**config.mk**
```make
export PLATFORM = sky130hd
export DESIGN_NAME = mc_interpolation_pixel_blend
export DESIGN_NICKNAME = d
export VERILOG_FILES = /design/src/rtl/core/mcib_pkg.sv /design/src/rtl/core/mc_interpolation_pixel_blend.sv /design/src/rtl/core/mcib_cfg.sv /design/src/rtl/core/mcib_premix.sv /design/src/rtl/core/mcib_phase.sv /design/src/rtl/core/mcib_occl.sv
export SDC_FILE = /design/constraint.sdc
export NUM_CORES = 2
export LEC_CHECK = 0
export BUFFER_PORTS_ARGS = -buffer_cell sky130_fd_sc_hd__buf_4
export CORE_ASPECT_RATIO = 1.75
export CORE_MARGIN = 2
export CORE_UTILIZATION = 34
export CTS_CLUSTER_SIZE = 25
export DETAILED_ROUTE_END_ITERATION = 6
export PLACE_DENSITY = 0.58
export SYNTH_ARGS = -nofsm -noshare
export SYNTH_HDL_FRONTEND = slang
export SYNTH_HIERARCHICAL = 1
export SYNTH_SLANG_ARGS = --single-unit
```
**constraint.sdc**
```tcl
create_clock -name clk -period 17.6 [get_ports clk]
set_input_delay 1.76 -clock clk [delete_from_list [all_inputs] [get_ports clk]]
set_output_delay 1.76 -clock clk [all_outputs]
set_load 0.02 [all_outputs]
```
**src/rtl/core/mcib_pkg.sv**
```systemverilog
`timescale 1ns / 1ps

package mcib_pkg;

    localparam int unsigned PIX_W   = 8;
    localparam int unsigned PHASE_W = 9;
    localparam int unsigned MODE_W  = 3;
    localparam int unsigned INDEX_W = 2;
    localparam int unsigned DATA_W  = 9;
    // Products of an 8-bit pixel and a 9-bit weight, plus rounding
    localparam int unsigned PROD_W  = 17;

    localparam logic [PHASE_W-1:0] PHASE_FULL  = 9'd256;
    localparam logic [PHASE_W-1:0] PHASE_RESET = 9'd128;
    localparam logic [PIX_W-1:0]   PIX_MAX     = 8'd255;

    localparam logic [MODE_W-1:0] MODE_AVG     = 3'd0;
    localparam logic [MODE_W-1:0] MODE_STATIC  = 3'd1;
    localparam logic [MODE_W-1:0] MODE_DYNAMIC = 3'd2;
    localparam logic [MODE_W-1:0] MODE_MASK    = 3'd3;
    localparam logic [MODE_W-1:0] MODE_OCCL    = 3'd4;
    localparam logic [MODE_W-1:0] MODE_PASS    = 3'd5;

    localparam logic [INDEX_W-1:0] REG_TIME_PHASE = 2'd0;
    localparam logic [INDEX_W-1:0] REG_BLEND_MODE = 2'd1;

    typedef struct packed {
        logic [PHASE_W-1:0] time_phase;
        logic [MODE_W-1:0]  blend_mode;
    } cfg_t;

    typedef struct packed {
        logic [PIX_W-1:0] comp_back;
        logic [PIX_W-1:0] comp_fwd;
        logic [PIX_W-1:0] prev_pixel;
        logic [PIX_W-1:0] next_pixel;
        logic [PIX_W-1:0] mask_back;
        logic [PIX_W-1:0] mask_fwd;
        logic [PIX_W-1:0] occlusion;
    } pix_in_t;

    typedef struct packed {
        logic [PIX_W-1:0] comp_avg;
        logic [PIX_W-1:0] temp_avg;
        logic [PIX_W-1:0] temp_avg_rnd;
        logic [PIX_W-1:0] bb;
        logic [PIX_W-1:0] ff;
        logic [PIX_W-1:0] prev_pixel;
        logic [PIX_W-1:0] next_pixel;
        logic [PIX_W-1:0] comp_back;
        logic [PIX_W-1:0] comp_fwd;
        logic [PIX_W-1:0] occlusion;
    } s1_t;

    typedef struct packed {
        logic [PIX_W-1:0] sel;
        logic [PIX_W-1:0] temp_avg_rnd;
        logic [PIX_W-1:0] mask_avg;
        logic [PIX_W-1:0] occlusion;
    } s2_t;

    // x*t + y*(256-t), t already saturated to 0..256
    function automatic logic [PROD_W-1:0] phase_sum(
        input logic [PIX_W-1:0]   x,
        input logic [PIX_W-1:0]   y,
        input logic [PHASE_W-1:0] t
    );
        logic [PHASE_W-1:0] u;
        u = PHASE_FULL - t;
        return PROD_W'({9'd0, x} * {8'd0, t}) + PROD_W'({9'd0, y} * {8'd0, u});
    endfunction

    // (w*x + (255-w)*y + 255) >> 8
    function automatic logic [PIX_W-1:0] mix_rnd(
        input logic [PIX_W-1:0] w,
        input logic [PIX_W-1:0] x,
        input logic [PIX_W-1:0] y
    );
        logic [PIX_W-1:0]  wn;
        logic [PROD_W-1:0] s;
        wn = PIX_MAX - w;
        s  = PROD_W'({9'd0, w} * {9'd0, x}) + PROD_W'({9'd0, wn} * {9'd0, y})
           + PROD_W'(PIX_MAX);
        return s[15:8];
    endfunction

endpackage

```
**src/rtl/core/mc_interpolation_pixel_blend.sv**
```systemverilog
`timescale 1ns / 1ps

// Pixel blender for motion-compensated frame interpolation.
// Input channel: in_valid/in_ready with one pixel from each source
// (compensated backward/forward, previous/next, two masks, occlusion).
// Output channel: out_valid/out_ready with one blended out_pixel per item.
// Configuration: cfg_we/cfg_index/cfg_data write time_phase (index 0,
// saturated to 256) and blend_mode (index 1); other indexes are dropped.
// Write configuration only while no item is in flight.
// Structure: three register stages, the first loaded at the accepting edge,
// and the item leaves from the third. Throughput: one item per cycle while
// the receiver keeps out_ready high, through the three register
// stages (mask and phase products, mask phase blend with medians, occlusion
// blend).
// Reset clears all stage valid bits and loads time_phase 128 and the
// static median mode. When the receiver holds out_ready low the output
// holds its item and the stages fill up behind it; in_ready falls only
// once all three stages hold an item, so nothing is lost or repeated.
module mc_interpolation_pixel_blend
    import mcib_pkg::*;
(
    input  logic               clk,
    input  logic               rst_n,
    input  logic               cfg_we,
    input  logic [INDEX_W-1:0] cfg_index,
    input  logic [DATA_W-1:0]  cfg_data,
    input  logic               in_valid,
    output logic               in_ready,
    input  logic [PIX_W-1:0]   comp_back,
    input  logic [PIX_W-1:0]   comp_fwd,
    input  logic [PIX_W-1:0]   prev_pixel,
    input  logic [PIX_W-1:0]   next_pixel,
    input  logic [PIX_W-1:0]   mask_back,
    input  logic [PIX_W-1:0]   mask_fwd,
    input  logic [PIX_W-1:0]   occlusion,
    output logic               out_valid,
    input  logic               out_ready,
    output logic [PIX_W-1:0]   out_pixel
);

    cfg_t    cfg;
    pix_in_t in_data;
    s1_t     s1_data;
    s2_t     s2_data;
    logic    s1_valid;
    logic    s1_ready;
    logic    s2_valid;
    logic    s2_ready;

    assign in_data.comp_back  = comp_back;
    assign in_data.comp_fwd   = comp_fwd;
    assign in_data.prev_pixel = prev_pixel;
    assign in_data.next_pixel = next_pixel;
    assign in_data.mask_back  = mask_back;
    assign in_data.mask_fwd   = mask_fwd;
    assign in_data.occlusion  = occlusion;

    mcib_cfg u_cfg (
        .clk       (clk),
        .rst_n     (rst_n),
        .cfg_we    (cfg_we),
        .cfg_index (cfg_index),
        .cfg_data  (cfg_data),
        .cfg       (cfg)
    );

    mcib_premix u_premix (
        .clk       (clk),
        .rst_n     (rst_n),
        .cfg       (cfg),
        .in_valid  (in_valid),
        .in_ready  (in_ready),
        .in_data   (in_data),
        .out_valid (s1_valid),
        .out_ready (s1_ready),
        .out_data  (s1_data)
    );

    mcib_phase u_phase (
        .clk       (clk),
        .rst_n     (rst_n),
        .cfg       (cfg),
        .in_valid  (s1_valid),
        .in_ready  (s1_ready),
        .in_data   (s1_data),
        .out_valid (s2_valid),
        .out_ready (s2_ready),
        .out_data  (s2_data)
    );

    mcib_occl u_occl (
        .clk       (clk),
        .rst_n     (rst_n),
        .cfg       (cfg),
        .in_valid  (s2_valid),
        .in_ready  (s2_ready),
        .in_data   (s2_data),
        .out_valid (out_valid),
        .out_ready (out_ready),
        .out_pixel (out_pixel)
    );

    // A draining output means no stage can block the input
    assert property (@(posedge clk) disable iff (!rst_n)
        out_ready |-> in_ready)
        else $error("input stalled while output drains");

    assert property (@(posedge clk) disable iff (!rst_n)
        in_valid && in_ready |=> s1_valid)
        else $error("accepted item missing from first stage");

    assert property (@(posedge clk) disable iff (!rst_n)
        s2_valid && !s2_ready |=> s2_valid && $stable(s2_data))
        else $error("second stage item changed while stalled");

    assert property (@(posedge clk) disable iff (!rst_n)
        s1_valid && !s1_ready |-> s2_valid && out_valid && !out_ready)
        else $error("first stage stalled with room downstream");

endmodule

```
**src/rtl/core/mcib_cfg.sv**
```systemverilog
`timescale 1ns / 1ps

module mcib_cfg
    import mcib_pkg::*;
(
    input  logic               clk,
    input  logic               rst_n,
    input  logic               cfg_we,
    input  logic [INDEX_W-1:0] cfg_index,
    input  logic [DATA_W-1:0]  cfg_data,
    output cfg_t               cfg
);

    logic [PHASE_W-1:0] time_phase_reg;
    logic [PHASE_W-1:0] time_phase_next;
    logic [MODE_W-1:0]  blend_mode_reg;
    logic [MODE_W-1:0]  blend_mode_next;
    logic [PHASE_W-1:0] phase_sat;

    // Saturate the phase at full backward weight
    assign phase_sat = (cfg_data > DATA_W'(PHASE_FULL)) ? PHASE_FULL : cfg_data[PHASE_W-1:0];

    always_comb
    begin
        time_phase_next = time_phase_reg;
        blend_mode_next = blend_mode_reg;
        if (cfg_we)
        begin
            unique case (cfg_index)
                REG_TIME_PHASE: time_phase_next = phase_sat;
                REG_BLEND_MODE: blend_mode_next = cfg_data[MODE_W-1:0];
                default:        ;
            endcase
        end
    end

    always_ff @(posedge clk or negedge rst_n)
    begin
        if (!rst_n)
        begin
            time_phase_reg <= PHASE_RESET;
            blend_mode_reg <= MODE_STATIC;
        end
        else
        begin
            time_phase_reg <= time_phase_next;
            blend_mode_reg <= blend_mode_next;
        end
    end

    assign cfg.time_phase = time_phase_reg;
    assign cfg.blend_mode = blend_mode_reg;

endmodule

```
**src/rtl/core/mcib_premix.sv**
```systemverilog
`timescale 1ns / 1ps

module mcib_premix
    import mcib_pkg::*;
(
    input  logic    clk,
    input  logic    rst_n,
    input  cfg_t    cfg,
    input  logic    in_valid,
    output logic    in_ready,
    input  pix_in_t in_data,
    output logic    out_valid,
    input  logic    out_ready,
    output s1_t     out_data
);

    logic              valid_reg;
    logic              valid_next;
    s1_t               data_reg;
    s1_t               data_next;
    logic [PROD_W-1:0] comp_sum;
    logic [PROD_W-1:0] temp_sum;
    logic [PROD_W-1:0] temp_sum_rnd;

    assign in_ready = !valid_reg || out_ready;

    always_comb
    begin
        comp_sum     = phase_sum(in_data.comp_back, in_data.comp_fwd, cfg.time_phase);
        temp_sum     = phase_sum(in_data.prev_pixel, in_data.next_pixel, cfg.time_phase);
        temp_sum_rnd = temp_sum + PROD_W'(PIX_MAX);

        data_next.comp_avg     = comp_sum[15:8];
        data_next.temp_avg     = temp_sum[15:8];
        data_next.temp_avg_rnd = temp_sum_rnd[15:8];
        data_next.bb           = mix_rnd(in_data.mask_back, in_data.comp_fwd, in_data.comp_back);
        data_next.ff           = mix_rnd(in_data.mask_fwd, in_data.comp_back, in_data.comp_fwd);
        data_next.prev_pixel   = in_data.prev_pixel;
        data_next.next_pixel   = in_data.next_pixel;
        data_next.comp_back    = in_data.comp_back;
        data_next.comp_fwd     = in_data.comp_fwd;
        data_next.occlusion    = in_data.occlusion;

        valid_next = valid_reg;
        if (in_ready)
        begin
            valid_next = in_valid;
        end
    end

    always_ff @(posedge clk or negedge rst_n)
    begin
        if (!rst_n)
        begin
            valid_reg <= 1'b0;
        end
        else
        begin
            valid_reg <= valid_next;
        end
    end

    // Load payload only when an item is taken
    always_ff @(posedge clk)
    begin
        if (in_valid && in_ready)
        begin
            data_reg <= data_next;
        end
    end

    assign out_valid = valid_reg;
    assign out_data  = data_reg;

endmodule

```
**src/rtl/core/mcib_phase.sv**
```systemverilog
`timescale 1ns / 1ps

module mcib_phase
    import mcib_pkg::*;
(
    input  logic clk,
    input  logic rst_n,
    input  cfg_t cfg,
    input  logic in_valid,
    output logic in_ready,
    input  s1_t  in_data,
    output logic out_valid,
    input  logic out_ready,
    output s2_t  out_data
);

    logic              valid_reg;
    logic              valid_next;
    s2_t               data_reg;
    s2_t               data_next;
    logic [PROD_W-1:0] mask_sum;
    logic [PIX_W-1:0]  med_static;
    logic [PIX_W-1:0]  med_dynamic;

    function automatic logic [PIX_W-1:0] med3(
        input logic [PIX_W-1:0] a,
        input logic [PIX_W-1:0] b,
        input logic [PIX_W-1:0] c
    );
        logic [PIX_W-1:0] lo;
        logic [PIX_W-1:0] hi;
        logic [PIX_W-1:0] m;
        lo = (a < b) ? a : b;
        hi = (a < b) ? b : a;
        m  = (hi < c) ? hi : c;
        return (lo > m) ? lo : m;
    endfunction

    assign in_ready = !valid_reg || out_ready;

    always_comb
    begin
        mask_sum    = phase_sum(in_data.bb, in_data.ff, cfg.time_phase);
        med_static  = med3(in_data.prev_pixel, in_data.next_pixel, in_data.comp_avg);
        med_dynamic = med3(in_data.temp_avg, in_data.comp_back, in_data.comp_fwd);

        data_next.temp_avg_rnd = in_data.temp_avg_rnd;
        data_next.mask_avg     = mask_sum[15:8];
        data_next.occlusion    = in_data.occlusion;

        // Occlusion blend finishes in the next stage; sel is unused there
        unique case (cfg.blend_mode)
            MODE_AVG:     data_next.sel = in_data.comp_avg;
            MODE_STATIC:  data_next.sel = med_static;
            MODE_DYNAMIC: data_next.sel = med_dynamic;
            MODE_MASK:    data_next.sel = mask_sum[15:8];
            MODE_PASS:    data_next.sel = in_data.occlusion;
            default:      data_next.sel = '0;
        endcase

        valid_next = valid_reg;
        if (in_ready)
        begin
            valid_next = in_valid;
        end
    end

    always_ff @(posedge clk or negedge rst_n)
    begin
        if (!rst_n)
        begin
            valid_reg <= 1'b0;
        end
        else
        begin
            valid_reg <= valid_next;
        end
    end

    always_ff @(posedge clk)
    begin
        if (in_valid && in_ready)
        begin
            data_reg <= data_next;
        end
    end

    assign out_valid = valid_reg;
    assign out_data  = data_reg;

endmodule

```
**src/rtl/core/mcib_occl.sv**
```systemverilog
`timescale 1ns / 1ps

module mcib_occl
    import mcib_pkg::*;
(
    input  logic             clk,
    input  logic             rst_n,
    input  cfg_t             cfg,
    input  logic             in_valid,
    output logic             in_ready,
    input  s2_t              in_data,
    output logic             out_valid,
    input  logic             out_ready,
    output logic [PIX_W-1:0] out_pixel
);

    logic             valid_reg;
    logic             valid_next;
    logic [PIX_W-1:0] pixel_reg;
    logic [PIX_W-1:0] pixel_next;

    assign in_ready = !valid_reg || out_ready;

    always_comb
    begin
        if (cfg.blend_mode == MODE_OCCL)
        begin
            pixel_next = mix_rnd(in_data.occlusion, in_data.temp_avg_rnd, in_data.mask_avg);
        end
        else
        begin
            pixel_next = in_data.sel;
        end

        valid_next = valid_reg;
        if (in_ready)
        begin
            valid_next = in_valid;
        end
    end

    always_ff @(posedge clk or negedge rst_n)
    begin
        if (!rst_n)
        begin
            valid_reg <= 1'b0;
        end
        else
        begin
            valid_reg <= valid_next;
        end
    end

    always_ff @(posedge clk)
    begin
        if (in_valid && in_ready)
        begin
            pixel_reg <= pixel_next;
        end
    end

    assign out_valid = valid_reg;
    assign out_pixel = pixel_reg;

endmodule

```
# After elaboration in Yosys (flattened, before gate mapping)
# Index checks and enable logic that the tools add are counted.
[word_totals] reg_bits=135 in_bits=72 output_inout_bits=10
[op_classes] add_sub_neg=14 mul=12 order_cmp=7 n_eq_ne=6 mux=11 reduce_logical=13
[ops] op="$add A16 B16 Y16" count=6
[ops] op="$mul A8 B8 Y16" count=6
[ops] op="$mul A8 B9 Y16" count=6
[ops] op="$mux W8" count=9
[ops] op="$add A16 B8 Y16 const B" count=4
[ops] op="$pmux W8 S5" count=1
[ops] op="$lt A8 B8 Y1" count=4
[ops] op="$sub A8 B8 Y8 const A" count=3
[ops] op="$gt A8 B8 Y1" count=2
[ops] op="$gt A9 B9 Y1 const B" count=1
[ops] op="$mux W9" count=1
[ops] op="$sub A9 B9 Y9 const A" count=1
[ops] op="$eq A3 B2 Y1 const B" count=2
[ops] op="$eq A3 B3 Y1 const B" count=2
[ops] op="$reduce_and A2 Y1" count=2
[ops] op="$eq A3 B1 Y1 const B" count=1
[ops] op="$logic_and A1 B1 Y1" count=3
[ops] op="$logic_not A1 Y1" count=3
[ops] op="$logic_not A3 Y1" count=1
[ops] op="$logic_or A1 B1 Y1" count=3
[ops] op="$eq A2 B1 Y1 const B" count=1
[ops] op="$logic_not A2 Y1" count=1

# Depth between registers and ports, before layout
[logic_depth] word_depth=7 depth_mapped=26

# Cells and area by module
# The synthesis kept the hierarchy.
[by_module_without_submodules] mod="mcib_premix" instances=1 cells_each=2101 area_per_inst_um2=20435.8 seq_area_each_um2=2427.3
[by_module_without_submodules] mod="mcib_phase" instances=1 cells_each=839 area_per_inst_um2=7687.4 seq_area_each_um2=985.9
[by_module_without_submodules] mod="mcib_occl" instances=1 cells_each=512 area_per_inst_um2=4747.1 seq_area_each_um2=265.3
[by_module_without_submodules] mod="mcib_cfg" instances=1 cells_each=35 area_per_inst_um2=559.3 seq_area_each_um2=302.8

# Least setup slack after synthesis
# No wires, ideal clock.
[synth_timing] kind="input port to flip-flop" from="in comp_back[6]" to="reg u_premix.data_reg (netlist bit u_premix/out_data[79]), data pin" setup_time_ns=0.258 arrival_ns=6.876 required_ns=17.342 setup_slack_ns=10.466 stages=20 path_cell_list="clkbuf_1 clkbuf_1 nand2_1 fa_1 fa_1 inv_1 fa_1 fa_1 inv_1 fa_1 fa_1 inv_1 ha_1 a21o_1 a21oi_1 o21ai_0 a31o_2 a41o_1 o22a_1 xnor2_1"
[synth_between] elab_chain_cells=2
[synth_lines] item="start: declaration" line="mc_interpolation_pixel_blend.sv:29" text="input logic [PIX_W-1:0] comp_back,"
[synth_lines] item="$mul A8 B9 Y16" line="mcib_pkg.sv:70" text="return PROD_W'({9'd0, x} * {8'd0, t}) + PROD_W'({9'd0, y} * {8'd0, u});"
[synth_lines] item="$add A16 B16 Y16" line="mcib_pkg.sv:70"
[synth_lines] item="via u_premix.comp_sum[15]" line="mcib_premix.sv:21" text="logic [PROD_W-1:0] comp_sum;"
[synth_lines] item="end signal: assignment" line="mcib_premix.sv:68" text="data_reg <= data_next;"
[synth_lines] item="end: declaration" line="mcib_premix.sv:19" text="s1_t data_reg;"
# The timed path passes the listed nets, and every way through them passes these cells.
# A chain may end at the register's enable or synchronous reset.

==> results_dict.tcl <==
set metrics [dict create \
    syn_avg_cell_area_um2 9.587 \
    initial_utilization 0.3420 \
    crit_path_end_kind "flip-flop" \
    top_layer "met5" \
    synth_edf_count 120 \
    area_growth_pct 7.789 \
    yosysMostFrequentCell "inv_1" \
    hp-start "u_premix/out_data[62]$_DFFE_PP_" \
    hold_class "flip-flop to flip-flop" \
    wl_met2_mm 50.14 \
    endpoint "u_phase/out_data[31]$_DFFE_PP_" \
    clock.fmax_mhz 134.6 \
    gp_congestion 0.8681 \
    viasPerCell 4.772 \
    synthTopCellsByArea "fa_1 37%, ha_1 14%, edfxtp_1 11%, inv_1 9.4%, and2_1 6.2%" \
    hpwl_mm 70.71 \
    synthFlopType "edfxtp_1" \
    rrSetupSlack_ns 10.17 \
    postCtsSetupRepairBufs 0 \
    first_iter_violations 854 \
    path_depth 25 \
    wl_met3_mm 1.890 \
    ys_seq_elements 135 \
    track_usage 0.1795 \
    slowest_delay_ns 0.54 \
    clock-sinks 135 \
    grt_antenna_before_repair 4 \
    cp_top_family "adder cells" \
    final-hold-violation-count 0 \
    cp.required_ns 17.79 \
    min_period_ns 7.428 \
    fin_setup_tns_ns 0 \
    yosys_warnings 6 \
    ctsHtreeMaxLevel 4 \
    cts_tree "yes" \
    largest_reg_flops 80 \
    grt-ovfl-total 0 \
    crit_fanout 17 \
    drc 0 \
    synthArstFlopShare 0.1111 \
    multi_input_area_um2 25860 \
    ys_types 86 \
    ys_seq_area_frac 0.1191 \
    crit_slowest_cell "xor2_1" \
    syn-cell-area_um2 33430 \
    numPortBuffers 81 \
    fin_crit_sh 0.4221 \
    clockBufferDepth 2 \
    antenna_cells 0 \
    crit_top_cell "fa_1" \
    finalSetupViolCount 0 \
    yosysTopAreaCell "fa_1" \
    fin_util 0.3686 \
    netlist_top_cells_count "841 x inv_1, 625 x fa_1, 385 x ha_1, 344 x nand2_1, 329 x and2_1" \
    syn_nets 4569 \
    grt_pass1_wl_mm 137.9 \
    clk_pin_slew_worst_paths_ns 0.06 \
    worst-path-buf-inv 5 \
    final_nets 4580 \
    die_h_um 418.8 \
    wirelength_met1_mm 32.62 \
    status "finished clean" \
    final_max_slew_viol_count 0 \
    antenna_left 0 \
    die_area_um2 100900 \
    critPathLaunchType "flip-flop" \
    die_width_um 241.0 \
    drv_cap 0 \
    rsz0062_at_grt "false" \
    routed_wl_mm 87.41 \
    reg2reg_to "u_phase/out_data[31]$_DFFE_PP_" \
    numCtsBuffers 17 \
    cts_resized 0 \
    slew_headroom 0.2511 \
    routed-via-count 23000 \
    cp-startpoint "u_cfg/time_phase_reg[0]$_DFFE_PN0P_" \
    drive_above_1_share 0.05840 \
    tightest_slew_ns 1.118 \
    root_buffer "clkbuf_16" \
    ff_latch_area_um2 3981 \
    arrival_ns 7.62 \
    coreArea_um2 97750 \
    critical_path_class "flip-flop to flip-flop" \
    grt_pass1_vias 25440 \
    grt_max_degree 48 \
    yosysTopAreaCellShare 0.3743 \
    pin_count 82 \
    rr_worst_depth 25 \
    reg2reg_from "u_cfg/time_phase_reg[0]$_DFFE_PN0P_" \
    rows 152 \
    hold_buffers 0 \
    postSynthCellCount 3487 \
    insertion_delay_ns 0.45 \
    clock_skew_ns 0.01207 \
    route.detailed.wl_per_inst_um 18.14 \
    firstDrtPassIters 5 \
    num-fill-cells 10060 \
]
-- routing by layer --
layer / vias to the layer above / global-route usage
met2: 403 / 0.3610
li1: 10560 / -
met5: - / 0
met3: 133 / 0.01323
met4: 6 / 0.05890
met1: 11890 / 0.1928
-- metrics by stage --
step           std cells  cell area, µm²  hold WS, ns  worst slack, ns
2_1_floorplan       3487           33430       0.4003            10.47
3_3_place_gp        4788           35400       0.4003            10.25
3_5_place_dp        4788           35400       0.4056            10.19
4_1_cts             4819           36030       0.4197            10.17
5_1_grt             4819           36030       0.4284            9.771
6_report            4819           36030       0.4173            10.17
-- worst min-delay path by stage --
| stage | to | depth (start not counted) |
|---|---|---|
| 2_1_floorplan | u_phase/out_data[16]$_DFFE_PP_ | 0 |
| 4_1_cts | u_phase/out_data[22]$_DFFE_PP_ | 0 |
| 5_1_grt | u_phase/out_data[18]$_DFFE_PP_ | 0 |
| 6_report | u_phase/out_data[22]$_DFFE_PP_ | 0 |
| 3_3_place_gp | u_phase/out_data[20]$_DFFE_PP_ | 0 |
| 3_5_place_dp | u_phase/out_data[22]$_DFFE_PP_ | 0 |
-- layout make-up --
cell class	count	area share
Clock buffer	17	0.01181
Clock inverter	14	0.005729
Inverter	841	0.08761
Multi-Input combinational cell	2401	0.7177
Sequential cell	135	0.1105
Tap cell	1309	0.04545
Timing Repair Buffer	102	0.02125
-- cell usage in the layout, fill, tap and decap left out, drive strengths merged, types with 9 or more instances in the layout --
cell    count
fa        625
nand2b    120
xnor2      75
clkbuf     17
o21a       13
mux2i      15
nand4      10
nor3       17
dfrtp      13
nor2b      97
buf       102
edfxtp    120
ha        385
nand3      18
mux2       34
a22oi       9
and2      329
nand2     344
a21oi      45
o21ai      56
xor2       19
nor2       53
inv       842
a21o       17
-- cell families (layout without fill, tap and decap cells) --
kind of cell,after synthesis,count (layout),share of synthesized area
xor+xnor,94,94,0.02463
mux,49,49,0.01729
simple gates,1026,1026,0.1625
compound gates,222,222,0.05072
buf+inv,951,974,0.1074
flops,135,135,0.1191
fa+ha+maj,1010,1010,0.5184
-- worst reg2reg max path, cell delays in order (launching register included) --
cell and delay, ns:
dfrtp_1 0.36, buf_4 0.23, inv_1 0.11, ha_1 0.20, nand3b_1 0.13, nor3_1 0.20, xor2_1 0.55, nand2_1 0.16
fa_1 0.53, inv_1 0.05, fa_1 0.48, fa_1 0.54, fa_1 0.54, fa_1 0.54, inv_1 0.05, fa_1 0.52
inv_1 0.04, ha_1 0.31, nor2_1 0.05, a21oi_1 0.14, o211ai_1 0.16, a31oi_1 0.38, nor4_1 0.08, nor3_1 0.24
xnor2_1 0.18, a221o_1 0.39
Power is left out: the tool's default activity adds up to more than one toggle a clock period on the data nets, which glitch-free logic cannot reach.
